`config.mk`:
```
export PLATFORM = sky130hd
export DESIGN_NAME = base64_stream_decoder_top
export DESIGN_NICKNAME = d
export VERILOG_FILES = /design/src/hw/rtl/b64d_pkg.sv /design/src/hw/rtl/b64d_queue.sv /design/src/hw/rtl/b64d_front.sv /design/src/hw/rtl/b64d_back.sv /design/src/hw/rtl/base64_stream_decoder_top.sv
export SDC_FILE = /design/constraint.sdc
export NUM_CORES = 1
export LEC_CHECK = 0
export ABC_AREA = 1
export BUFFER_PORTS_ARGS = -buffer_cell sky130_fd_sc_hd__clkbuf_2
export CAP_MARGIN = 20
export CORE_MARGIN = 2
export CORE_UTILIZATION = 60
export DETAILED_ROUTE_END_ITERATION = 10
export PLACE_DENSITY = 0.8
export SLEW_MARGIN = 10
export SYNTH_ARGS = -nofsm -noshare
export SYNTH_HDL_FRONTEND = slang
export SYNTH_SLANG_ARGS = --single-unit
```
`constraint.sdc`:
```
create_clock -name clk -period 2.6 [get_ports clk]
set_clock_uncertainty 0.05 [all_clocks]
set_input_delay 0.78 -clock clk [delete_from_list [all_inputs] [get_ports clk]]
set_output_delay 0.78 -clock clk [all_outputs]
set_load 0.005 [all_outputs]
```
`src/hw/rtl/b64d_pkg.sv`:
```
// ----------------------------------------------------------------------------
// Base64 stream decoder package
// Shared types, codes and the character classification used by the decoder.
// ----------------------------------------------------------------------------
package b64d_pkg;

    // Default depths of the two internal queues.
    localparam int MID_DEPTH = 2;
    localparam int OUT_DEPTH = 2;

    // Result status codes.
    typedef enum logic [1:0] {
        ST_OK      = 2'd0,
        ST_BADCHAR = 2'd1,
        ST_BADPAD  = 2'd2,
        ST_BADLEN  = 2'd3
    } status_t;

    // Class of an incoming character.
    typedef enum logic [1:0] {
        KIND_DATA = 2'd0,
        KIND_PAD  = 2'd1,
        KIND_BAD  = 2'd2
    } kind_t;

    // Classified item handed from the front to the back.
    typedef struct packed {
        logic [5:0] sextet;
        kind_t      kind;
        logic       last;
    } item_t;

    // One result item.
    typedef struct packed {
        logic [7:0] byte_out;
        logic       byte_valid;
        logic       last_out;
        status_t    status;
    } result_t;

    // Alphabet boundaries and special characters.
    localparam logic [7:0] CH_UPPER_A = 8'h41;
    localparam logic [7:0] CH_UPPER_Z = 8'h5A;
    localparam logic [7:0] CH_LOWER_A = 8'h61;
    localparam logic [7:0] CH_LOWER_Z = 8'h7A;
    localparam logic [7:0] CH_DIGIT_0 = 8'h30;
    localparam logic [7:0] CH_DIGIT_9 = 8'h39;
    localparam logic [7:0] CH_PLUS    = 8'h2B;
    localparam logic [7:0] CH_SLASH   = 8'h2F;
    localparam logic [7:0] CH_PAD     = 8'h3D;

    localparam logic [5:0] SEXTET_PLUS  = 6'd62;
    localparam logic [5:0] SEXTET_SLASH = 6'd63;

    // Map one character to its sextet and class.
    function automatic item_t classify(input logic [7:0] c, input logic last);
        item_t      it;
        logic [7:0] diff;
        begin
            it.sextet = '0;
            it.kind   = KIND_BAD;
            it.last   = last;
            diff      = '0;
            if (c >= CH_UPPER_A && c <= CH_UPPER_Z) begin
                diff      = c - CH_UPPER_A;
                it.sextet = diff[5:0];
                it.kind   = KIND_DATA;
            end else if (c >= CH_LOWER_A && c <= CH_LOWER_Z) begin
                diff      = c - CH_LOWER_A + 8'd26;
                it.sextet = diff[5:0];
                it.kind   = KIND_DATA;
            end else if (c >= CH_DIGIT_0 && c <= CH_DIGIT_9) begin
                diff      = c - CH_DIGIT_0 + 8'd52;
                it.sextet = diff[5:0];
                it.kind   = KIND_DATA;
            end else if (c == CH_PLUS) begin
                it.sextet = SEXTET_PLUS;
                it.kind   = KIND_DATA;
            end else if (c == CH_SLASH) begin
                it.sextet = SEXTET_SLASH;
                it.kind   = KIND_DATA;
            end else if (c == CH_PAD) begin
                it.kind   = KIND_PAD;
            end
            return it;
        end
    endfunction

endpackage

```
`src/hw/rtl/b64d_queue.sv`:
```
// ----------------------------------------------------------------------------
// Base64 decoder queue
// Small first-word-fall-through queue used between the decoder stages.
// ----------------------------------------------------------------------------
module b64d_queue #(
    parameter int WIDTH = 8,
    parameter int DEPTH = 2
) (
    input  logic             clk,
    input  logic             rst_n,
    input  logic             push,
    input  logic [WIDTH-1:0] wdata,
    output logic             full,
    input  logic             pop,
    output logic [WIDTH-1:0] rdata,
    output logic             empty
);

    localparam int PTR_W = (DEPTH > 1) ? $clog2(DEPTH) : 1;
    localparam int CNT_W = $clog2(DEPTH + 1);

    logic [WIDTH-1:0] slot_reg [DEPTH];
    logic [PTR_W-1:0] wr_ptr_reg, wr_ptr_next;
    logic [PTR_W-1:0] rd_ptr_reg, rd_ptr_next;
    logic [CNT_W-1:0] count_reg, count_next;
    logic             do_push;
    logic             do_pop;

    // Status flags and transfer qualifiers.
    assign full    = (count_reg == CNT_W'(DEPTH));
    assign empty   = (count_reg == '0);
    assign do_push = push && !full;
    assign do_pop  = pop && !empty;
    assign rdata   = slot_reg[rd_ptr_reg];

    // Pointer and fill count updates; pointers wrap at the depth.
    always_comb
    begin
        wr_ptr_next = wr_ptr_reg;
        rd_ptr_next = rd_ptr_reg;
        count_next  = count_reg;
        if (do_push) begin
            wr_ptr_next = (wr_ptr_reg == PTR_W'(DEPTH - 1)) ? '0 : wr_ptr_reg + PTR_W'(1);
        end
        if (do_pop) begin
            rd_ptr_next = (rd_ptr_reg == PTR_W'(DEPTH - 1)) ? '0 : rd_ptr_reg + PTR_W'(1);
        end
        case ({do_push, do_pop})
            2'b10:   count_next = count_reg + CNT_W'(1);
            2'b01:   count_next = count_reg - CNT_W'(1);
            default: count_next = count_reg;
        endcase
    end

    always_ff @(posedge clk or negedge rst_n)
    begin
        if (!rst_n) begin
            wr_ptr_reg <= '0;
            rd_ptr_reg <= '0;
            count_reg  <= '0;
        end else begin
            wr_ptr_reg <= wr_ptr_next;
            rd_ptr_reg <= rd_ptr_next;
            count_reg  <= count_next;
        end
    end

    // Payload storage needs no reset.
    always_ff @(posedge clk)
    begin
        if (do_push) begin
            slot_reg[wr_ptr_reg] <= wdata;
        end
    end

endmodule

```
`src/hw/rtl/b64d_front.sv`:
```
// ----------------------------------------------------------------------------
// Base64 decoder front end
// Takes in characters and classifies them into sextet, padding or invalid.
// ----------------------------------------------------------------------------
module b64d_front (
    input  logic            push,
    input  logic [7:0]      char_in,
    input  logic            last_in,
    output logic            item_push,
    output b64d_pkg::item_t item
);

    import b64d_pkg::*;

    // Alphabet lookup; the queue behind this stage qualifies the transfer.
    assign item      = classify(char_in, last_in);
    assign item_push = push;

endmodule

```
`src/hw/rtl/b64d_back.sv`:
```
// ----------------------------------------------------------------------------
// Base64 decoder back end
// Tracks quartet position, leftover bits, padding and sticky errors, and
// assembles one result for each classified character.
// ----------------------------------------------------------------------------
module b64d_back (
    input  logic              clk,
    input  logic              rst_n,
    input  logic              item_empty,
    input  b64d_pkg::item_t   item,
    output logic              item_pop,
    input  logic              res_full,
    output logic              res_push,
    output b64d_pkg::result_t res
);

    import b64d_pkg::*;

    logic [5:0] carry_reg, carry_next;
    logic [1:0] pos_reg, pos_next;
    logic       pad_reg, pad_next;
    status_t    err_reg, err_next;
    logic       fire;
    logic [1:0] pos_inc;
    status_t    st;
    logic [7:0] byte_val;
    logic       valid;

    // A transfer happens whenever an item waits and the result queue has room.
    assign fire     = !item_empty && !res_full;
    assign item_pop = fire;
    assign res_push = fire;
    assign pos_inc  = pos_reg + 2'd1;

    // Decode one item and work out the next state.
    always_comb
    begin
        st         = err_reg;
        byte_val   = '0;
        valid      = 1'b0;
        carry_next = carry_reg;
        pos_next   = pos_reg;
        pad_next   = pad_reg;
        err_next   = err_reg;
        if (err_reg == ST_OK) begin
            if (pad_reg) begin
                if (!(item.kind == KIND_PAD && pos_reg == 2'd3)) begin
                    st = ST_BADPAD;
                end
            end else if (item.kind == KIND_BAD) begin
                st = ST_BADCHAR;
            end else if (item.kind == KIND_PAD) begin
                if (pos_reg < 2'd2) begin
                    st = ST_BADPAD;
                end else begin
                    pad_next = 1'b1;
                end
            end else begin
                case (pos_reg)
                    2'd0:
                    begin
                        carry_next = item.sextet;
                    end
                    2'd1:
                    begin
                        byte_val   = {carry_reg, item.sextet[5:4]};
                        carry_next = {2'b00, item.sextet[3:0]};
                        valid      = 1'b1;
                    end
                    2'd2:
                    begin
                        byte_val   = {carry_reg[3:0], item.sextet[5:2]};
                        carry_next = {4'b0000, item.sextet[1:0]};
                        valid      = 1'b1;
                    end
                    default:
                    begin
                        byte_val   = {carry_reg[1:0], item.sextet};
                        carry_next = '0;
                        valid      = 1'b1;
                    end
                endcase
            end
            if (st == ST_OK) begin
                pos_next = pos_inc;
                if (item.last && pos_inc != 2'd0) begin
                    st = ST_BADLEN;
                end
            end
            if (st != ST_OK) begin
                err_next = st;
                valid    = 1'b0;
                byte_val = '0;
            end
        end
        // The final character of a stream returns everything to reset.
        if (item.last) begin
            carry_next = '0;
            pos_next   = '0;
            pad_next   = 1'b0;
            err_next   = ST_OK;
        end
    end

    assign res.byte_out   = byte_val;
    assign res.byte_valid = valid;
    assign res.last_out   = item.last;
    assign res.status     = st;

    always_ff @(posedge clk or negedge rst_n)
    begin
        if (!rst_n) begin
            carry_reg <= '0;
            pos_reg   <= '0;
            pad_reg   <= 1'b0;
            err_reg   <= ST_OK;
        end else if (fire) begin
            carry_reg <= carry_next;
            pos_reg   <= pos_next;
            pad_reg   <= pad_next;
            err_reg   <= err_next;
        end
    end

endmodule

```
`src/hw/rtl/base64_stream_decoder_top.sv`:
```
// ----------------------------------------------------------------------------
// Base64 stream decoder
// Decodes a stream of Base64 characters, one byte result per character.
//
// Usage: write one character with its last flag per transfer on the input
// side (push while full is low). Each character yields exactly one result on
// the output side, read with pop while empty is low: a decoded byte with a
// valid flag, the echoed last flag and a status code (ok, invalid character,
// misplaced padding, bad length). Errors stick until the last character.
// A character accepted at the input passes through the middle queue and
// the back end into the output queue, whose head drives the result ports.
// Throughput: one character per cycle while full is low; classification
// is combinational into the middle queue, and the quartet state update
// of the back end writes the output queue.
// When the receiver stalls, results fill the output queue, then the middle
// queue, and full rises; nothing is lost. Reset empties both queues and
// clears the quartet position, leftover bits, padding flag and error.
// ----------------------------------------------------------------------------
module base64_stream_decoder_top #(
    parameter int QUEUE_DEPTH = b64d_pkg::MID_DEPTH,
    parameter int OUT_DEPTH   = b64d_pkg::OUT_DEPTH
) (
    input  logic       clk,
    input  logic       rst_n,
    input  logic       push,
    output logic       full,
    input  logic [7:0] char_in,
    input  logic       last_in,
    input  logic       pop,
    output logic       empty,
    output logic [7:0] byte_out,
    output logic       byte_valid,
    output logic       last_out,
    output logic [1:0] status
);

    import b64d_pkg::*;

    localparam int ITEM_W = $bits(item_t);
    localparam int RES_W  = $bits(result_t);

    item_t   front_item;
    logic    front_push;
    item_t   mid_item;
    logic    mid_empty;
    logic    mid_pop;
    result_t back_res;
    logic    out_push;
    logic    out_full;
    result_t out_res;

    // Classification of incoming characters.
    b64d_front u_front (
        .push      (push),
        .char_in   (char_in),
        .last_in   (last_in),
        .item_push (front_push),
        .item      (front_item)
    );

    // Queue between the front end and the back end.
    b64d_queue #(
        .WIDTH (ITEM_W),
        .DEPTH (QUEUE_DEPTH)
    ) u_mid_queue (
        .clk   (clk),
        .rst_n (rst_n),
        .push  (front_push),
        .wdata (front_item),
        .full  (full),
        .pop   (mid_pop),
        .rdata (mid_item),
        .empty (mid_empty)
    );

    // Quartet state and byte assembly.
    b64d_back u_back (
        .clk        (clk),
        .rst_n      (rst_n),
        .item_empty (mid_empty),
        .item       (mid_item),
        .item_pop   (mid_pop),
        .res_full   (out_full),
        .res_push   (out_push),
        .res        (back_res)
    );

    // Result queue towards the receiver.
    b64d_queue #(
        .WIDTH (RES_W),
        .DEPTH (OUT_DEPTH)
    ) u_out_queue (
        .clk   (clk),
        .rst_n (rst_n),
        .push  (out_push),
        .wdata (back_res),
        .full  (out_full),
        .pop   (pop),
        .rdata (out_res),
        .empty (empty)
    );

    assign byte_out   = out_res.byte_out;
    assign byte_valid = out_res.byte_valid;
    assign last_out   = out_res.last_out;
    assign status     = out_res.status;

    // A result that reports an error never carries a byte.
    a_err_no_byte: assert property (@(posedge clk) disable iff (!rst_n)
        (!empty && status != ST_OK) |-> (!byte_valid && byte_out == 8'h00))
        else $error("error result carries a byte");

    // The back end only writes a result when the output queue has room.
    a_no_overflow: assert property (@(posedge clk) disable iff (!rst_n)
        out_push |-> !out_full)
        else $error("result written into a full output queue");

    // A character entering an idle pipeline passes through the middle queue and the
    // back end into the output queue, where its result shows on the result ports.
    a_latency: assert property (@(posedge clk) disable iff (!rst_n)
        (push && !full && mid_empty && !out_full) |-> ##2 !empty)
        else $error("result did not appear after two cycles");

    // The back end consumes a classified item whenever it can deliver a result.
    a_progress: assert property (@(posedge clk) disable iff (!rst_n)
        (!mid_empty && !out_full) |=> !(empty && $past(mid_pop) == 1'b0))
        else $error("back end stalled with room in the output queue");

endmodule

```
==> summary.txt, run 1 <==
Setup Buffers After CTS -> 0
CP Launch Type -> flip-flop
Data required, critical path -> 1770 ps
Hold Violations, Final -> 0
ANT nets after route -> 0
status -> complete, no violations
Min Hold Slack -> 352 ps
peak supply drop -> 0.639 mV
Worst-Skew Late Latency -> 340 ps
most frequent cells in the layout -> nand2_1, inv_1, edfxtp_1
synthesized area per cell -> 8.96 sq um
Post-synth ARST share -> 31.1%
max reg flops -> 24
clock root buffer -> clkbuf_8
first-pass GRT wire length -> 11300 um
# hold bufs at CTS -> 0
Post-route DRC -> 0
CTS Buf Count -> 9
DRT Wirelength -> 6610 um
LEAKAGE -> 1.83 nW
Distinct cells, synth -> 34
Worst setup EP type -> output port
clk slew on worst S/H paths -> 60 ps
Sw Share -> 39.0%
RSZ-0062 raised after global routing -> false
PortBufs -> 26
vias in the first global route -> 2673
Setup CP Type -> reg2out
HPWL Detailed -> 4980 um
row count -> 27
Ports -> 27
Vias/cell -> 5.36
period utilization -> 91.0%
H-tree level count -> 3
Synth Instances -> 384
Warnings, synthesis -> 0
Max Freq -> 423 MHz
Final Setup Violations -> 0
min cycle time layout -> 2360 ps
Main synth FF type -> edfxtp_1
die area -> 0.00635 sq mm
# clock sinks -> 61
FF+latch area -> 0.00174 sq mm
drt pass-1 iters -> 4
Synth Net Count -> 413
area of the multi-input gates -> 0.00146 sq mm
initial antenna violation count -> 0
sequential power share -> 37.0%
Max-slew headroom -> 65.8%
CTS tree -> built
layout cells sized above 1 -> 15.9%
GRT Total Usage -> 23.6%
Min-Delay Path Class -> in2async
commonest non-fill, non-tap cell in the layout -> nand2_1
Combinational Power Share -> 42.7%
wire per inst -> 13.2 um
sw power -> 1.87 mW
Place WS -> 109 ps
PwrDens -> 1220 mW/mm^2
core box area -> 0.00551 sq mm
Fillers -> 389
largest net degree at the start of global routing -> 20
Clk pwr share -> 20.3%
GRT overflow -> 0
Die X -> 79.7 um
Slew Limit Fails -> 0
Fin Setup TNS -> 0 ps
CTS max path bufs -> 2
Nets -> 452
starting density of the core -> 62.5%
PostCTS Resize Cnt -> 0
ANT cells -> 0
vias -> 2678
P_int -> 2.92 mW
Slew @ Worst Pin -> 513 ps
GP Congestion -> 0.970
post-route setup slack -> 235 ps
Die Y -> 79.7 um
Area growth syn-to-layout -> 13.8%
Max Cap Viol -> 0
Critical Path Fanout Max -> 13
Syn Std Cell Area -> 0.00344 sq mm
DR iter-0 viols -> 202
sequential element share of the synthesized area -> 50.5%
worst endpoint data arrival time -> 1530 ps
Post-synth EDFFs -> 42
Yosys reg bits -> 61
per-layer routing:
layer  GRT usage, %  wire length (um)  vias up  part of all wire, %
met2           42.3              3470       82                   52
met3           5.66               253       22                  3.8
li1               -                 -     1353                    -
met1           25.2              2660     1221                   40
met4           13.3               227        0                  3.4
met5              0                 0        -                    0
final timing paths:
path                                         from                     endpoint  slack (ps)  cells after the start
max                        u_out_queue.rd_ptr_reg                    status[1]         240                      4
min                                         rst_n       u_mid_queue.wr_ptr_reg         350                      1
max reg2reg                u_mid_queue.rd_ptr_reg  u_out_queue.slot_reg[0][10]         640                      8
min reg2reg                     u_back.err_reg[1]            u_back.err_reg[1]         460                      2
max in group asynchronous                   rst_n       u_mid_queue.rd_ptr_reg        1800                      1
min in group clk                u_back.err_reg[1]            u_back.err_reg[1]         460                      2
area by class of cell:
| type | instances | area share, % |
|---|---|---|
| Sequential cell | 61 | 44.4 |
| Multi-Input combinational cell | 262 | 37.2 |
| Inverter | 54 | 5.18 |
| Timing Repair Buffer | 35 | 5.05 |
| Clock buffer | 11 | 3.36 |
| Clock inverter | 5 | 2.53 |
| Tap cell | 72 | 2.30 |
metrics by stage:
| stage | power, mW | instances | util, % | cell area [sq um] |
|---|---|---|---|---|
| floorplan | 3.24 | 384 | - | 3440 |
| global placement | 3.72 | 484 | 66.9 | 3680 |
| detailed placement | 3.81 | 484 | 66.9 | 3680 |
| CTS | 4.80 | 500 | 71.1 | 3910 |
| global route | 5.16 | 500 | 71.1 | 3910 |
| finish | 4.78 | 500 | 71.1 | 3910 |
kinds of logic after synthesis:
| logic type | synth area share [%] |
|---|---|
| fa+ha+maj | 5.82 |
| compound gates | 10.3 |
| xor+xnor | 3.56 |
| flops | 50.5 |
| simple gates | 21.8 |
| buf+inv | 7.17 |
| mux | 0.873 |
power by group through the flow:
stage,Clock (mW),Combinational (mW),Sequential [mW]
after floorplan,0,1.54,1.71
after global placement,0,1.96,1.76
after detailed placement,0,2.02,1.78
after CTS,0.983,2.05,1.77
after global routing,1.03,2.32,1.81
final,0.971,2.05,1.77
critical path, stage by stage (launching register included):
cell	delay (ps)
dfrtp_1	520
inv_1	370
nand2_1	110
nand2_1	90
clkbuf_2	110
Yosys cell counts, types with 3 or more instances:
library cell / count / area (sq um)
xnor2_1: 4 / 35.0
inv_1: 50 / 188
nor3_1: 4 / 20.0
clkbuf_1: 3 / 11.3
dfrtp_1: 19 / 475
inv_2: 4 / 15.0
a221oi_1: 4 / 35.0
o221ai_1: 3 / 26.3
xor2_1: 10 / 87.6
nor2_1: 31 / 116
mux2i_1: 3 / 30.0
nand2_1: 100 / 375
a211oi_1: 4 / 30.0
o21ai_0: 22 / 110
o21ai_2: 4 / 35.0
a21oi_1: 5 / 25.0
nand4_1: 6 / 37.5
ha_1: 16 / 200
edfxtp_1: 42 / 1260
nand3_1: 25 / 125
nand2_2: 4 / 25.0
No activity file was read; power rests on OpenSTA's default activity.
==> run 2: changes to the inputs <==
--- a/config.mk
+++ b/config.mk
@@ -11,7 +11,7 @@
 export CORE_MARGIN = 2
 export CORE_UTILIZATION = 60
 export DETAILED_ROUTE_END_ITERATION = 10
-export PLACE_DENSITY = 0.8
+export PLACE_DENSITY = 0.9
 export SLEW_MARGIN = 10
 export SYNTH_ARGS = -nofsm -noshare
 export SYNTH_HDL_FRONTEND = slang
==> summary.txt, run 2 (synthesized netlist as in run 1, its figures left out) <==
status -> complete, no violations
Ports -> 27
peak supply drop -> 0.671 mV
Fillers -> 425
Max-slew headroom -> 64.5%
Sw Share -> 41.0%
Fin Setup TNS -> 0 ps
Clk pwr share -> 15.9%
Critical Path Source -> u_out_queue.rd_ptr_reg
non-filler instance count after layout -> 498
final instance area -> 0.00384 sq mm
worst r2r src -> u_mid_queue.rd_ptr_reg
DRT Wirelength -> 6670 um
CP Launch Type -> flip-flop
vias in the first global route -> 2600
Data required, critical path -> 1770 ps
Die X -> 79.7 um
GRT Total Usage -> 22.9%
sw power -> 1.85 mW
layout cells sized above 1 -> 15.3%
CTS tree -> built
CP delay by family, top -> flip-flops
CTS Buf Count -> 9
Hold Violations, Final -> 0
Setup Buffers After CTS -> 0
PwrDens -> 1180 mW/mm^2
final core occ -> 69.7%
sequential power share -> 39.4%
clock root buffer -> clkbuf_8
Slew Limit Fails -> 0
Min-Delay Path Class -> in2async
# clock sinks -> 61
min cycle time layout -> 2340 ps
# hold bufs at CTS -> 0
Worst-Skew Late Latency -> 340 ps
most frequent cells in the layout -> nand2_1, inv_1, edfxtp_1
starting density of the core -> 62.5%
Max Freq -> 427 MHz
Final Setup Violations -> 0
worst endpoint data arrival time -> 1510 ps
FF+latch area -> 0.00174 sq mm
core box area -> 0.00551 sq mm
Max Cap Viol -> 0
area of the multi-input gates -> 0.00146 sq mm
Nets -> 450
GP Congestion -> 0.977
Combinational Power Share -> 44.7%
Setup CP Type -> reg2out
GRT overflow -> 0
HPWL Detailed -> 5100 um
vias -> 2736
ANT nets after route -> 0
CP max stage delay -> 520 ps
first-pass GRT wire length -> 11100 um
Die Y -> 79.7 um
Slew @ Worst Pin -> 527 ps
crit path buf inv count -> 2
Crit-path slowest cell -> dfrtp_1
wire per inst -> 13.4 um
period utilization -> 90.0%
initial antenna violation count -> 0
max reg flops -> 24
PostCTS Resize Cnt -> 0
die area -> 0.00635 sq mm
worst-path cell chain -> inv_1 -> nand2_1 -> nand2_1 -> clkbuf_2
drt pass-1 iters -> 5
Area growth syn-to-layout -> 11.6%
clk slew on worst S/H paths -> 60 ps
row count -> 27
Worst setup EP type -> output port
crit-path most repeated cell -> nand2_1
H-tree level count -> 3
DR iter-0 viols -> 274
PortBufs -> 26
Vias/cell -> 5.49
P_int -> 2.67 mW
commonest non-fill, non-tap cell in the layout -> nand2_1
Post-route DRC -> 0
Pwr Total -> 4.53 mW
ANT cells -> 0
Cell Area, Placed -> 0.00367 sq mm
largest net degree at the start of global routing -> 20
dpl cells -> 482
Critical Path Fanout Max -> 13
CTS max path bufs -> 2
RSZ-0062 raised after global routing -> false
LEAKAGE -> 1.80 nW
run 2: final timing paths:
path	endpoint	slack [ps]	cells past startpoint
max	byte_out[6]	260	4
min	u_back.pos_reg[0]	360	1
min reg2reg	u_back.err_reg[1]	470	2
max reg2reg	u_out_queue.slot_reg[0][10]	470	8
max in group asynchronous	u_out_queue.wr_ptr_reg	1790	1
min in group clk	u_back.err_reg[1]	470	2
run 2: final cells by class:
cell class | count | area share, %
Clock inverter | 2 | 0.228
Timing Repair Buffer | 33 | 4.76
Clock buffer | 14 | 4.24
Inverter | 54 | 5.28
Sequential cell | 61 | 45.2
Multi-Input combinational cell | 262 | 37.9
Tap cell | 72 | 2.35
run 2: power groups by stage:
stage          sequential [mW]  combinational (mW)  clock [mW]
2_1_floorplan             1.71                1.54           0
5_1_grt                   1.83                2.28       0.774
3_5_place_dp              1.80                2.01           0
6_report                  1.78                2.02       0.719
3_3_place_gp              1.77                1.90           0
4_1_cts                   1.78                2.02       0.731
run 2: stage by stage:
| step | worst slack (ps) | hold slack (ps) |
|---|---|---|
| after floorplan | 259 | 414 |
| after global placement | 195 | 444 |
| after detailed placement | 68.1 | 455 |
| after CTS | 225 | 354 |
| after global routing | 127 | 374 |
| final | 260 | 357 |
run 2: metal layers:
layer / track usage (%) / vias to the layer above / wire, um
met5: 0 / - / 0
met4: 12.6 / 0 / 182
met3: 4.52 / 18 / 301
met2: 42.4 / 93 / 3650
met1: 24.2 / 1276 / 2540
li1: - / 1349 / -
